$ cat config.mk
export PLATFORM = sky130hd
export DESIGN_NAME = stable_priority_queue
export DESIGN_NICKNAME = d
export VERILOG_FILES = /design/src/hw/rtl/spq_pkg.sv /design/src/hw/rtl/stable_priority_queue.sv /design/src/hw/rtl/spq_ram.sv /design/src/hw/rtl/spq_min_unit.sv
export SDC_FILE = /design/constraint.sdc
export NUM_CORES = 1
export LEC_CHECK = 0
export BUFFER_PORTS_ARGS = -buffer_cell sky130_fd_sc_hd__buf_2
export CORE_ASPECT_RATIO = 0.75
export CORE_MARGIN = 4
export CORE_UTILIZATION = 52
export DETAILED_ROUTE_END_ITERATION = 10
export GPL_ROUTABILITY_DRIVEN = 0
export GPL_TIMING_DRIVEN = 0
export PLACE_DENSITY = 0.75
export SLEW_MARGIN = 20
export SYNTH_ARGS = -nofsm -noshare
export SYNTH_HDL_FRONTEND = slang
export SYNTH_SLANG_ARGS = --single-unit
$ cat constraint.sdc
create_clock -name clk_i -period 14.36 [get_ports clk_i]
set_clock_uncertainty 0.15 [all_clocks]
set_input_delay 2.154 -clock clk_i [delete_from_list [all_inputs] [get_ports clk_i]]
set_output_delay 2.154 -clock clk_i [all_outputs]
set_load 0.05 [all_outputs]
$ cat src/hw/rtl/spq_pkg.sv
// Package for the stable priority queue: defaults, request, status and mode codes,
// and the control struct for the minimum-search unit.
// Depends on nothing; spq_min_unit and stable_priority_queue import it.
package spq_pkg;

  localparam int unsigned DEPTH_DEF         = 16;
  localparam int unsigned VALUE_BITS_DEF    = 32;
  localparam int unsigned PRIORITY_BITS_DEF = 8;

  // request kind carried in s_axis_tuser
  localparam logic REQ_ENQ = 1'b0;
  localparam logic REQ_DEQ = 1'b1;

  // serve mode register
  localparam logic MODE_FIFO = 1'b0;
  localparam logic MODE_PRIO = 1'b1;

  // result status carried in m_axis_tuser
  localparam logic [1:0] STATUS_ENQ   = 2'd0;
  localparam logic [1:0] STATUS_DEQ   = 2'd1;
  localparam logic [1:0] STATUS_EMPTY = 2'd2;
  localparam logic [1:0] STATUS_FULL  = 2'd3;

  typedef struct packed {
    logic start;   // load the sample as the first candidate
    logic sample;  // take the sample if strictly smaller
  } min_ctl_t;

endpackage

$ cat src/hw/rtl/stable_priority_queue.sv
// Stable priority queue, top level: request sequencer, entry store and result register.
// Depends on spq_pkg, spq_ram and spq_min_unit.
//
// Usage:
//   Requests enter on the s_axis channel; tuser is the request kind (enqueue or
//   dequeue), tdata holds the value (low bits) and the priority above it.
//   One result leaves on m_axis per request: tuser is the status, tdata holds the
//   dequeued value (zero otherwise) and, above it, the occupancy after the request.
//   cfg_we_i/cfg_wdata_i write the serve mode (0 FIFO, 1 lowest priority first);
//   write it only while no request is in flight.
// Request handling, with n entries held:
//   enqueue, or dequeue on an empty queue: result goes straight to the output register.
//   dequeue, FIFO mode: slot 0 leaves and every later entry moves up one slot.
//   dequeue, priority mode: scan all n slots, take the chosen slot (pick), close the gap.
//   All entries sit in one single-port-read RAM; the priority scan reads one slot
//   per cycle through the shared compare unit, and the gap is closed by moving
//   one entry per cycle through the same read port.
// Reset empties the queue and sets priority mode. A result waits in the output
//   register while m_axis_tready is low; a new request is taken only once that
//   register is free or being drained in the same cycle.
module stable_priority_queue #(
  parameter int unsigned DEPTH         = spq_pkg::DEPTH_DEF,
  parameter int unsigned VALUE_BITS    = spq_pkg::VALUE_BITS_DEF,
  parameter int unsigned PRIORITY_BITS = spq_pkg::PRIORITY_BITS_DEF
) (
  input  logic clk_i,
  input  logic rst_ni,

  input  logic cfg_we_i,
  input  logic cfg_wdata_i,

  input  logic s_axis_tvalid,
  output logic s_axis_tready,
  // [VALUE_BITS-1:0] in_value, then in_priority, zero pad to bytes
  input  logic [((VALUE_BITS+PRIORITY_BITS+7)/8)*8-1:0] s_axis_tdata,
  // [0] req_type
  input  logic s_axis_tuser,

  output logic m_axis_tvalid,
  input  logic m_axis_tready,
  // [VALUE_BITS-1:0] out_value, then occupancy, zero pad to bytes
  output logic [((VALUE_BITS+$clog2(DEPTH+1)+7)/8)*8-1:0] m_axis_tdata,
  // [1:0] status
  output logic [1:0] m_axis_tuser
);
  import spq_pkg::*;

  localparam int unsigned IDX_W = $clog2(DEPTH);
  localparam int unsigned CNT_W = $clog2(DEPTH + 1);
  localparam int unsigned ENT_W = VALUE_BITS + PRIORITY_BITS;
  localparam int unsigned OUT_W = ((VALUE_BITS + CNT_W + 7) / 8) * 8;

  localparam logic [1:0] ST_IDLE  = 2'd0;
  localparam logic [1:0] ST_SCAN  = 2'd1;
  localparam logic [1:0] ST_LOAD  = 2'd2;
  localparam logic [1:0] ST_SHIFT = 2'd3;

  logic [1:0]            state_q, state_d;
  logic [CNT_W-1:0]      cnt_q, cnt_d;
  logic [CNT_W-1:0]      ptr_q, ptr_d;
  logic [CNT_W-1:0]      last_q, last_d;
  logic                  have_q, have_d;
  logic [IDX_W-1:0]      pick_q, pick_d;
  logic [VALUE_BITS-1:0] val_q, val_d;
  logic                  mode_q, mode_d;

  logic                  out_valid_q, out_valid_d;
  logic [1:0]            out_status_q, out_status_d;
  logic [VALUE_BITS-1:0] out_value_q, out_value_d;
  logic [CNT_W-1:0]      out_occ_q, out_occ_d;

  logic                  in_fire;
  logic                  out_load;
  logic [1:0]            load_status;
  logic [VALUE_BITS-1:0] load_value;
  logic [CNT_W-1:0]      load_occ;

  logic                  ram_we;
  logic [IDX_W-1:0]      ram_waddr;
  logic [ENT_W-1:0]      ram_wdata;
  logic [IDX_W-1:0]      ram_raddr;
  logic [ENT_W-1:0]      ram_rdata;
  logic [VALUE_BITS-1:0] rd_value;
  logic [PRIORITY_BITS-1:0] rd_prio;

  min_ctl_t              min_ctl;
  logic [IDX_W-1:0]      best_idx;

  logic [CNT_W-1:0]      cnt_last;
  logic [CNT_W-1:0]      last_minus1;
  logic [VALUE_BITS-1:0] in_value;
  logic [PRIORITY_BITS-1:0] in_priority;

  assign in_value    = s_axis_tdata[VALUE_BITS-1:0];
  assign in_priority = s_axis_tdata[VALUE_BITS +: PRIORITY_BITS];
  assign rd_value    = ram_rdata[VALUE_BITS-1:0];
  assign rd_prio     = ram_rdata[VALUE_BITS +: PRIORITY_BITS];
  assign cnt_last    = cnt_q - CNT_W'(1);
  assign last_minus1 = last_q - CNT_W'(1);

  assign s_axis_tready = (state_q == ST_IDLE) && (!out_valid_q || m_axis_tready);
  assign in_fire       = s_axis_tvalid && s_axis_tready;

  always_comb begin
    state_d     = state_q;
    cnt_d       = cnt_q;
    ptr_d       = ptr_q;
    last_d      = last_q;
    have_d      = have_q;
    pick_d      = pick_q;
    val_d       = val_q;
    mode_d      = cfg_we_i ? cfg_wdata_i : mode_q;
    ram_we      = 1'b0;
    ram_waddr   = cnt_q[IDX_W-1:0];
    ram_wdata   = {in_priority, in_value};
    ram_raddr   = ptr_q[IDX_W-1:0];
    min_ctl     = '0;
    out_load    = 1'b0;
    load_status = STATUS_ENQ;
    load_value  = '0;
    load_occ    = cnt_q;

    case (state_q)
      ST_IDLE: begin
        if (in_fire) begin
          if (s_axis_tuser == REQ_ENQ) begin
            out_load = 1'b1;
            if (cnt_q == CNT_W'(DEPTH)) begin
              load_status = STATUS_FULL;
            end else begin
              ram_we   = 1'b1;
              cnt_d    = cnt_q + CNT_W'(1);
              load_occ = cnt_q + CNT_W'(1);
            end
          end else if (cnt_q == '0) begin
            out_load    = 1'b1;
            load_status = STATUS_EMPTY;
          end else begin
            ptr_d   = '0;
            have_d  = 1'b0;
            pick_d  = '0;
            state_d = (mode_q == MODE_PRIO) ? ST_SCAN : ST_SHIFT;
          end
        end
      end
      ST_SCAN: begin
        // one slot a cycle through the compare unit
        ptr_d  = ptr_q + CNT_W'(1);
        have_d = 1'b1;
        last_d = ptr_q;
        if (have_q) begin
          min_ctl.start  = (last_q == '0);
          min_ctl.sample = (last_q != '0);
          if (last_q == cnt_last) begin
            state_d = ST_LOAD;
          end
        end
      end
      ST_LOAD: begin
        pick_d  = best_idx;
        ptr_d   = CNT_W'(best_idx);
        have_d  = 1'b0;
        state_d = ST_SHIFT;
      end
      ST_SHIFT: begin
        // read slot k, then write it back to slot k-1: younger entries move up
        ptr_d  = ptr_q + CNT_W'(1);
        have_d = 1'b1;
        last_d = ptr_q;
        if (have_q) begin
          if (last_q == CNT_W'(pick_q)) begin
            val_d = rd_value;
          end else begin
            ram_we    = 1'b1;
            ram_waddr = last_minus1[IDX_W-1:0];
            ram_wdata = ram_rdata;
          end
          if (last_q == cnt_last) begin
            state_d     = ST_IDLE;
            have_d      = 1'b0;
            cnt_d       = cnt_last;
            out_load    = 1'b1;
            load_status = STATUS_DEQ;
            load_value  = (last_q == CNT_W'(pick_q)) ? rd_value : val_q;
            load_occ    = cnt_last;
          end
        end
      end
      default: begin
        state_d = ST_IDLE;
      end
    endcase
  end

  always_comb begin
    out_valid_d  = out_valid_q;
    out_status_d = out_status_q;
    out_value_d  = out_value_q;
    out_occ_d    = out_occ_q;
    if (out_load) begin
      out_valid_d  = 1'b1;
      out_status_d = load_status;
      out_value_d  = load_value;
      out_occ_d    = load_occ;
    end else if (m_axis_tready) begin
      out_valid_d  = 1'b0;
    end
  end

  always_ff @(posedge clk_i or negedge rst_ni) begin
    if (!rst_ni) begin
      state_q     <= ST_IDLE;
      cnt_q       <= '0;
      ptr_q       <= '0;
      last_q      <= '0;
      have_q      <= 1'b0;
      mode_q      <= MODE_PRIO;
      out_valid_q <= 1'b0;
    end else begin
      state_q     <= state_d;
      cnt_q       <= cnt_d;
      ptr_q       <= ptr_d;
      last_q      <= last_d;
      have_q      <= have_d;
      mode_q      <= mode_d;
      out_valid_q <= out_valid_d;
    end
  end

  always_ff @(posedge clk_i) begin
    pick_q       <= pick_d;
    val_q        <= val_d;
    out_status_q <= out_status_d;
    out_value_q  <= out_value_d;
    out_occ_q    <= out_occ_d;
  end

  spq_ram #(
    .WIDTH (ENT_W),
    .DEPTH (DEPTH)
  ) u_store (
    .clk_i   (clk_i),
    .we_i    (ram_we),
    .waddr_i (ram_waddr),
    .wdata_i (ram_wdata),
    .raddr_i (ram_raddr),
    .rdata_o (ram_rdata)
  );

  spq_min_unit #(
    .DEPTH         (DEPTH),
    .PRIORITY_BITS (PRIORITY_BITS)
  ) u_min (
    .clk_i      (clk_i),
    .ctl_i      (min_ctl),
    .prio_i     (rd_prio),
    .idx_i      (last_q[IDX_W-1:0]),
    .best_idx_o (best_idx)
  );

  assign m_axis_tvalid = out_valid_q;
  assign m_axis_tdata  = OUT_W'({out_occ_q, out_value_q});
  assign m_axis_tuser  = out_status_q;

  // a result is never written over one that is still waiting
  assert property (@(posedge clk_i) disable iff (!rst_ni)
    out_load |-> !(out_valid_q && !m_axis_tready))
    else $error("result register overwritten while stalled");

  assert property (@(posedge clk_i) disable iff (!rst_ni)
    cnt_q <= CNT_W'(DEPTH))
    else $error("entry count beyond depth");

  assert property (@(posedge clk_i) disable iff (!rst_ni)
    (out_load && (load_status == STATUS_DEQ)) |=> (cnt_q == $past(cnt_last)))
    else $error("dequeue did not drop one entry");

  // the gap walk never reaches past the held entries
  assert property (@(posedge clk_i) disable iff (!rst_ni)
    ((state_q == ST_SHIFT) && have_q) |-> ((last_q < cnt_q) && (CNT_W'(pick_q) < cnt_q)))
    else $error("shift walked beyond the held entries");

  assert property (@(posedge clk_i) disable iff (!rst_ni)
    ((state_q == ST_SCAN) || (state_q == ST_SHIFT)) |-> (cnt_q != '0))
    else $error("search or shift on an empty queue");

endmodule

$ cat src/hw/rtl/spq_ram.sv
// Generic simple dual-port RAM: one write port, one read port, registered read.
// Depends on nothing.
module spq_ram #(
  parameter int unsigned WIDTH = 8,
  parameter int unsigned DEPTH = 16
) (
  input  logic                     clk_i,
  input  logic                     we_i,
  input  logic [$clog2(DEPTH)-1:0] waddr_i,
  input  logic [WIDTH-1:0]         wdata_i,
  input  logic [$clog2(DEPTH)-1:0] raddr_i,
  output logic [WIDTH-1:0]         rdata_o
);

  logic [WIDTH-1:0] mem_q [DEPTH];
  logic [WIDTH-1:0] rdata_q;

  always_ff @(posedge clk_i) begin
    if (we_i) begin
      mem_q[waddr_i] <= wdata_i;
    end
    rdata_q <= mem_q[raddr_i];
  end

  assign rdata_o = rdata_q;

endmodule

$ cat src/hw/rtl/spq_min_unit.sv
// Shared compare unit: keeps the smallest priority seen so far and its slot.
// Strict less-than, so the oldest slot wins among equals. Depends on spq_pkg.
module spq_min_unit #(
  parameter int unsigned DEPTH         = spq_pkg::DEPTH_DEF,
  parameter int unsigned PRIORITY_BITS = spq_pkg::PRIORITY_BITS_DEF
) (
  input  logic                     clk_i,
  input  spq_pkg::min_ctl_t        ctl_i,
  input  logic [PRIORITY_BITS-1:0] prio_i,
  input  logic [$clog2(DEPTH)-1:0] idx_i,
  output logic [$clog2(DEPTH)-1:0] best_idx_o
);
  import spq_pkg::*;

  localparam int unsigned IDX_W = $clog2(DEPTH);

  logic [PRIORITY_BITS-1:0] best_prio_q, best_prio_d;
  logic [IDX_W-1:0]         best_idx_q, best_idx_d;

  always_comb begin
    best_prio_d = best_prio_q;
    best_idx_d  = best_idx_q;
    if (ctl_i.start || (ctl_i.sample && (prio_i < best_prio_q))) begin
      best_prio_d = prio_i;
      best_idx_d  = idx_i;
    end
  end

  always_ff @(posedge clk_i) begin
    best_prio_q <= best_prio_d;
    best_idx_q  <= best_idx_d;
  end

  assign best_idx_o = best_idx_q;

endmodule
* After elaboration in Yosys (flattened, before gate mapping)
Memories as Yosys holds them, arrays and structs flattened. A register that Yosys moved wholly into a read port is not among the register bits. Cells that the tools add are included.
Storage, ports and cells: bits in registers 107, RAM bits 640, input port bits 47, output and inout port bits 44, word-level logic and storage cells 112, memories kept 1
Operators by class: $add $sub $neg 4, magnitude comparators 1, eq/ne operators 13, mux-type cells 61, reduce and logical (&&, ||, !) cells 18
Memory list:
- u_store.mem_q | depth 16, bits a word 40, read ports 1, clocked after Yosys merged registers in 1, write ports 1, line spq_ram.sv:15 | logic [WIDTH-1:0] mem_q [DEPTH];
Operator list (number):
- 40-bit two-way mux | 3
- 5-bit two-way mux | 8
- 32-bit two-way mux | 1
- 2-bit two-way mux | 14
- 4-bit two-way mux | 6
- 1-bit two-way mux | 21
- 5-bit case mux with 3 select lines | 1
- 2-bit inequality test, second input constant | 7
- 5-bit by 1-bit adder with 5-bit output, second input constant | 2
- 5-bit logical NOT | 2
- 5-bit case mux with 2 select lines | 1
- 8-bit < comparator | 1
- 2-bit case mux with 4 select lines | 1
- 4-bit case mux with 2 select lines | 1
- 7-bit AND reduction | 1
- 3-bit AND reduction | 2
- 5-bit by 4-bit equality test with 1-bit output | 1
- 5-bit equality test | 1
- 5-bit equality test, second input constant | 1
- 5-bit nonzero test | 1
- 5-bit by 1-bit subtractor with 5-bit output, second input constant | 1
- 2-bit equality test, second input constant | 2
- 1-bit case mux with 2 select lines | 2
- 1-bit case mux with 4 select lines | 1
- 11 further kinds | 15

* Longest topological paths before layout
word-level depth 8, depth in mapped cells 9, gate-level depth less buffers 7

* Modules after synthesis
From an unflattened synthesis, not the netlist that was laid out.
Unflattened totals: cell total of the unflattened synthesis 1479, area total of the unflattened synthesis 30742.0 µm²
By module, submodules not included:
- spq_ram | times used 1, cells each 1040, area an instance 25131.6 µm², sequential area each 20019.2 µm²
- stable_priority_queue | times used 1, cells each 400, area an instance 5059.9 µm², sequential area each 2753.9 µm²
- spq_min_unit | times used 1, cells each 39, area an instance 550.5 µm², sequential area each 360.3 µm²

* Least setup slack after synthesis
Ideal clock, no wire load.
path kind input-to-reg, start input s_axis_tuser, end memory u_store.mem_q[9][0] (netlist bit) (enable), library setup time 0.437 ns, arrival time 4.861 ns, data required time 13.773 ns, slack 8.912 ns, cell stages on the path 5, path buffers 1, cells stage by stage clkbuf_1 nor4_1 nand3_1 mux2_2 nor2_1
Between the ends: cells in the longest elaborated chain, start to end 5
RTL lines:
- start: declaration | line stable_priority_queue.sv:37 | input logic s_axis_tuser,
- 1-bit two-way mux | line stable_priority_queue.sv:126 | if (s_axis_tuser == REQ_ENQ) begin
- 1-bit two-way mux | line stable_priority_queue.sv:125 | if (in_fire) begin
- 1-bit case mux with 2 select lines | line stable_priority_queue.sv:123 | case (state_q)
- 1-bit two-way mux | line spq_ram.sv:19 | if (we_i) begin
- 1-bit two-way mux (implied by the code) | line spq_ram.sv:20 | mem_q[waddr_i] <= wdata_i;
- end: declaration | line spq_ram.sv:15
Every way passes these cells.

* Final worst setup path
start input m_axis_tready, end output s_axis_tready
Between the ends: cells in the longest elaborated chain, start to end 2
RTL lines:
- start: declaration | line stable_priority_queue.sv:40 | input logic m_axis_tready,
- 1-bit logical OR | line stable_priority_queue.sv:101 | assign s_axis_tready = (state_q == ST_IDLE) && (!out_valid_q || m_axis_tready);
- 1-bit logical AND | line stable_priority_queue.sv:101
- end: declaration | line stable_priority_queue.sv:33 | output logic s_axis_tready,
Every way passes these cells.

==> flow_metrics.py <==
metrics = {
    "status": {
        "status": "finished clean",
    },
    "die": {
        "dieHeight_um": 220,
        "start_util": 0.528,
        "core_sq_um": 59300,
        "io_pins": 91,
        "die_width_um": 291,
        "die_area_sq_um": 64200,
        "row_count": 77,
    },
    "timing": {
        "maxSlewViolCount": 0,
        "max_freq_mhz": 193,
        "max_slew_margin": 0.232,
        "grt_setup_unrepaired": "false",
        "setup_tns_ps": 0,
        "period_share": 0.360,
        "hold_viol": 0,
        "min_period_ps": 5170,
        "tightest_slew_ps": 1150,
        "setup_viol": 0,
    },
    "logic_synthesis": {
        "netlist-cell-type-count": 65,
        "avgSynthCellArea_sq_um": 17.4,
        "synthTopCellsByCount": "edfxtp_1, nand2_1, mux2i_1",
        "synthCells": 1794,
        "synth_top_area_share": 0.698,
        "synth_edf_count": 727,
        "yosys-top-cells-area": "edfxtp_1, mux4_2, mux2i_1",
        "yosysMostFrequentCell": "edfxtp_1",
        "ys_seq_area_frac": 0.740,
        "yosys_warnings": 0,
        "async_reset_ff_frac": 0.0254,
        "synth_flop_cell": "edfxtp_1",
        "synth_top_area_cell": "edfxtp_1",
        "synth_seq_cells": 787,
        "syn-cell-area_sq_um": 31300,
    },
    "global_routing": {
        "first_global_vias": 17749,
        "overflow": 0,
        "grtUsageTotal": 0.241,
        "grt_max_degree": 26,
        "grt_antenna_before_repair": 2,
        "grt_pass1_wl_um": 114000,
    },
    "setup_path": {
        "critPathCaptureType": "primary output",
        "worstPathMaxFanout": 4,
        "critPathRequiredTime_ps": 12060,
        "cp-start-kind": "input pin",
        "path_class": "input pin to primary output",
        "arrival_ps": 2860,
    },
    "pwr": {
        "p_leak_nw": 12.3,
        "power_density_nw_per_um2": 195,
        "ir_worst_vdd_mv": 0.0950,
    },
    "final_layout": {
        "drive_gt1_frac": 0.233,
        "syn_to_final_growth_pct": 15.7,
        "nets": 2056,
        "postLayoutCellArea_sq_um": 36200,
        "diodes": 0,
        "regArea_sq_um": 23100,
        "utilization": 0.611,
        "num-fill-cells": 4118,
        "multi_input_area_sq_um": 7690,
    },
    "clocking": {
        "cts_buffer_depth": 3,
        "cts_resized": 0,
        "path_clk_slew_ps": 60,
        "cts_max_level": 3,
        "tritoncts": "built",
        "cts_num_sinks": 787,
        "cts_buffers": 76,
        "post_cts_buffers": 0,
        "cts_hold_buf": 0,
        "cts_root_buffer": "clkbuf_16",
        "clk_latency_ps": 620,
    },
    "flow_run": {
        "drv_cap": 0,
    },
    "place": {
        "place_area_sq_um": 33600,
        "portBuffers": 86,
        "dpl.hpwl_um": 50000,
    },
    "drt": {
        "wl_um": 77100,
        "wl_per_cell_um": 27.1,
        "vias": 17635,
        "dr.pass1.iters": 6,
        "final_antenna_net_count": 0,
        "vias_per_cell": 6.20,
        "drc": 0,
        "dr.first_iter.drc_count": 2724,
    },
    "min_path": {
        "hold_class": "flop to flop",
    },
}
## routing by layer
metal,vias up,global-route usage,part of all wire
met1,8869,0.350,0.41
met2,1143,0.362,0.45
met5,-,0,0
met4,0,0.0716,0.028
li1,7458,-,-
met3,165,0.0657,0.12
## through the flow
stage	std cells	power (mW)	hold WS, ps	setup WS (ps)
finish	2843	7.06	295	9190
global route	2843	7.33	309	9130
CTS	2843	7.05	292	9190
detailed placement	2705	4.99	277	9200
global placement	2672	4.88	275	5580
floorplan	1796	4.34	270	8910
## flip-flops by register name, indices dropped and copies added, names as in the netlist
register and cells:
val_q 32, mode_q 1, out_occ_q 5, have_q 1, u_store.rdata_o 40, u_store.mem_q 640
m_axis_tuser 2, u_min.best_prio_q 8, u_min.best_idx_o 4, m_axis_tvalid 1, state_q 2, cnt_q 5
last_q 5, out_value_q 32, pick_q 4, ptr_q 5
## layout by cell type (no fill, tap or decap), types with 14 or more instances in the layout
cell	n
nor2_4	16
inv_1	18
buf_16	14
nor2_1	19
buf_12	19
a21oi_1	47
ha_1	16
buf_4	19
a221oi_1	41
nor2b_1	37
a22oi_1	41
nand2_1	179
o21ai_0	95
dfrtp_1	19
edfxtp_1	727
mux4_2	80
dfxtp_1	40
mux2_2	52
mux2i_1	125
clkinv_2	17
buf_2	111
clkbuf_16	77
mux2_4	27
clkbuf_1	64
## worst max-delay path, cell delays in order
cell and delay [ps]:
buf_2 100, nor2b_1 320, nor2_1 70, buf_2 220
## cell families (layout without fill, tap and decap cells)
group           Yosys count  count (layout)  synth area share
compound gates          264             264            0.0560
xor+xnor                 13              13           0.00412
fa+ha+maj                16              16           0.00640
buf+inv                 122             379            0.0191
flops                   787             787             0.740
mux                     284             284             0.129
other cells               1               3          0.000120
simple gates            307             307            0.0452
## worst paths after layout
kind | startpoint | to | slack (ps) | cells past startpoint
setup / recovery | m_axis_tready | s_axis_tready | 9190 | 4
hold / removal | last_q[0] | u_min.best_idx_o[0] | 290 | 0
setup reg to reg | state_q[0] | u_store.mem_q[10][7] | 9990 | 10
hold reg to reg | last_q[0] | u_min.best_idx_o[0] | 290 | 0
max in group asynchronous | rst_ni | mode_q | 12330 | 1
min in group asynchronous | rst_ni | ptr_q[3] | 1360 | 1
## where the power goes
group          internal, mW  switching [mW]  total (mW)
clock network          1.22           0.840        2.06
registers              2.86           0.102        2.96
logic                 0.734            1.30        2.03
total                  4.82            2.24        7.06
## layout make-up
class	instances	share of cell area
Clock buffer	102	0.0586
Inverter	19	0.00197
Timing Repair Buffer	119	0.0331
Clock inverter	36	0.0123
Sequential cell	787	0.640
Tap cell	790	0.0273
Buffer	103	0.0146
Multi-Input combinational cell	887	0.213
No activity file was read; power rests on OpenSTA's default activity.
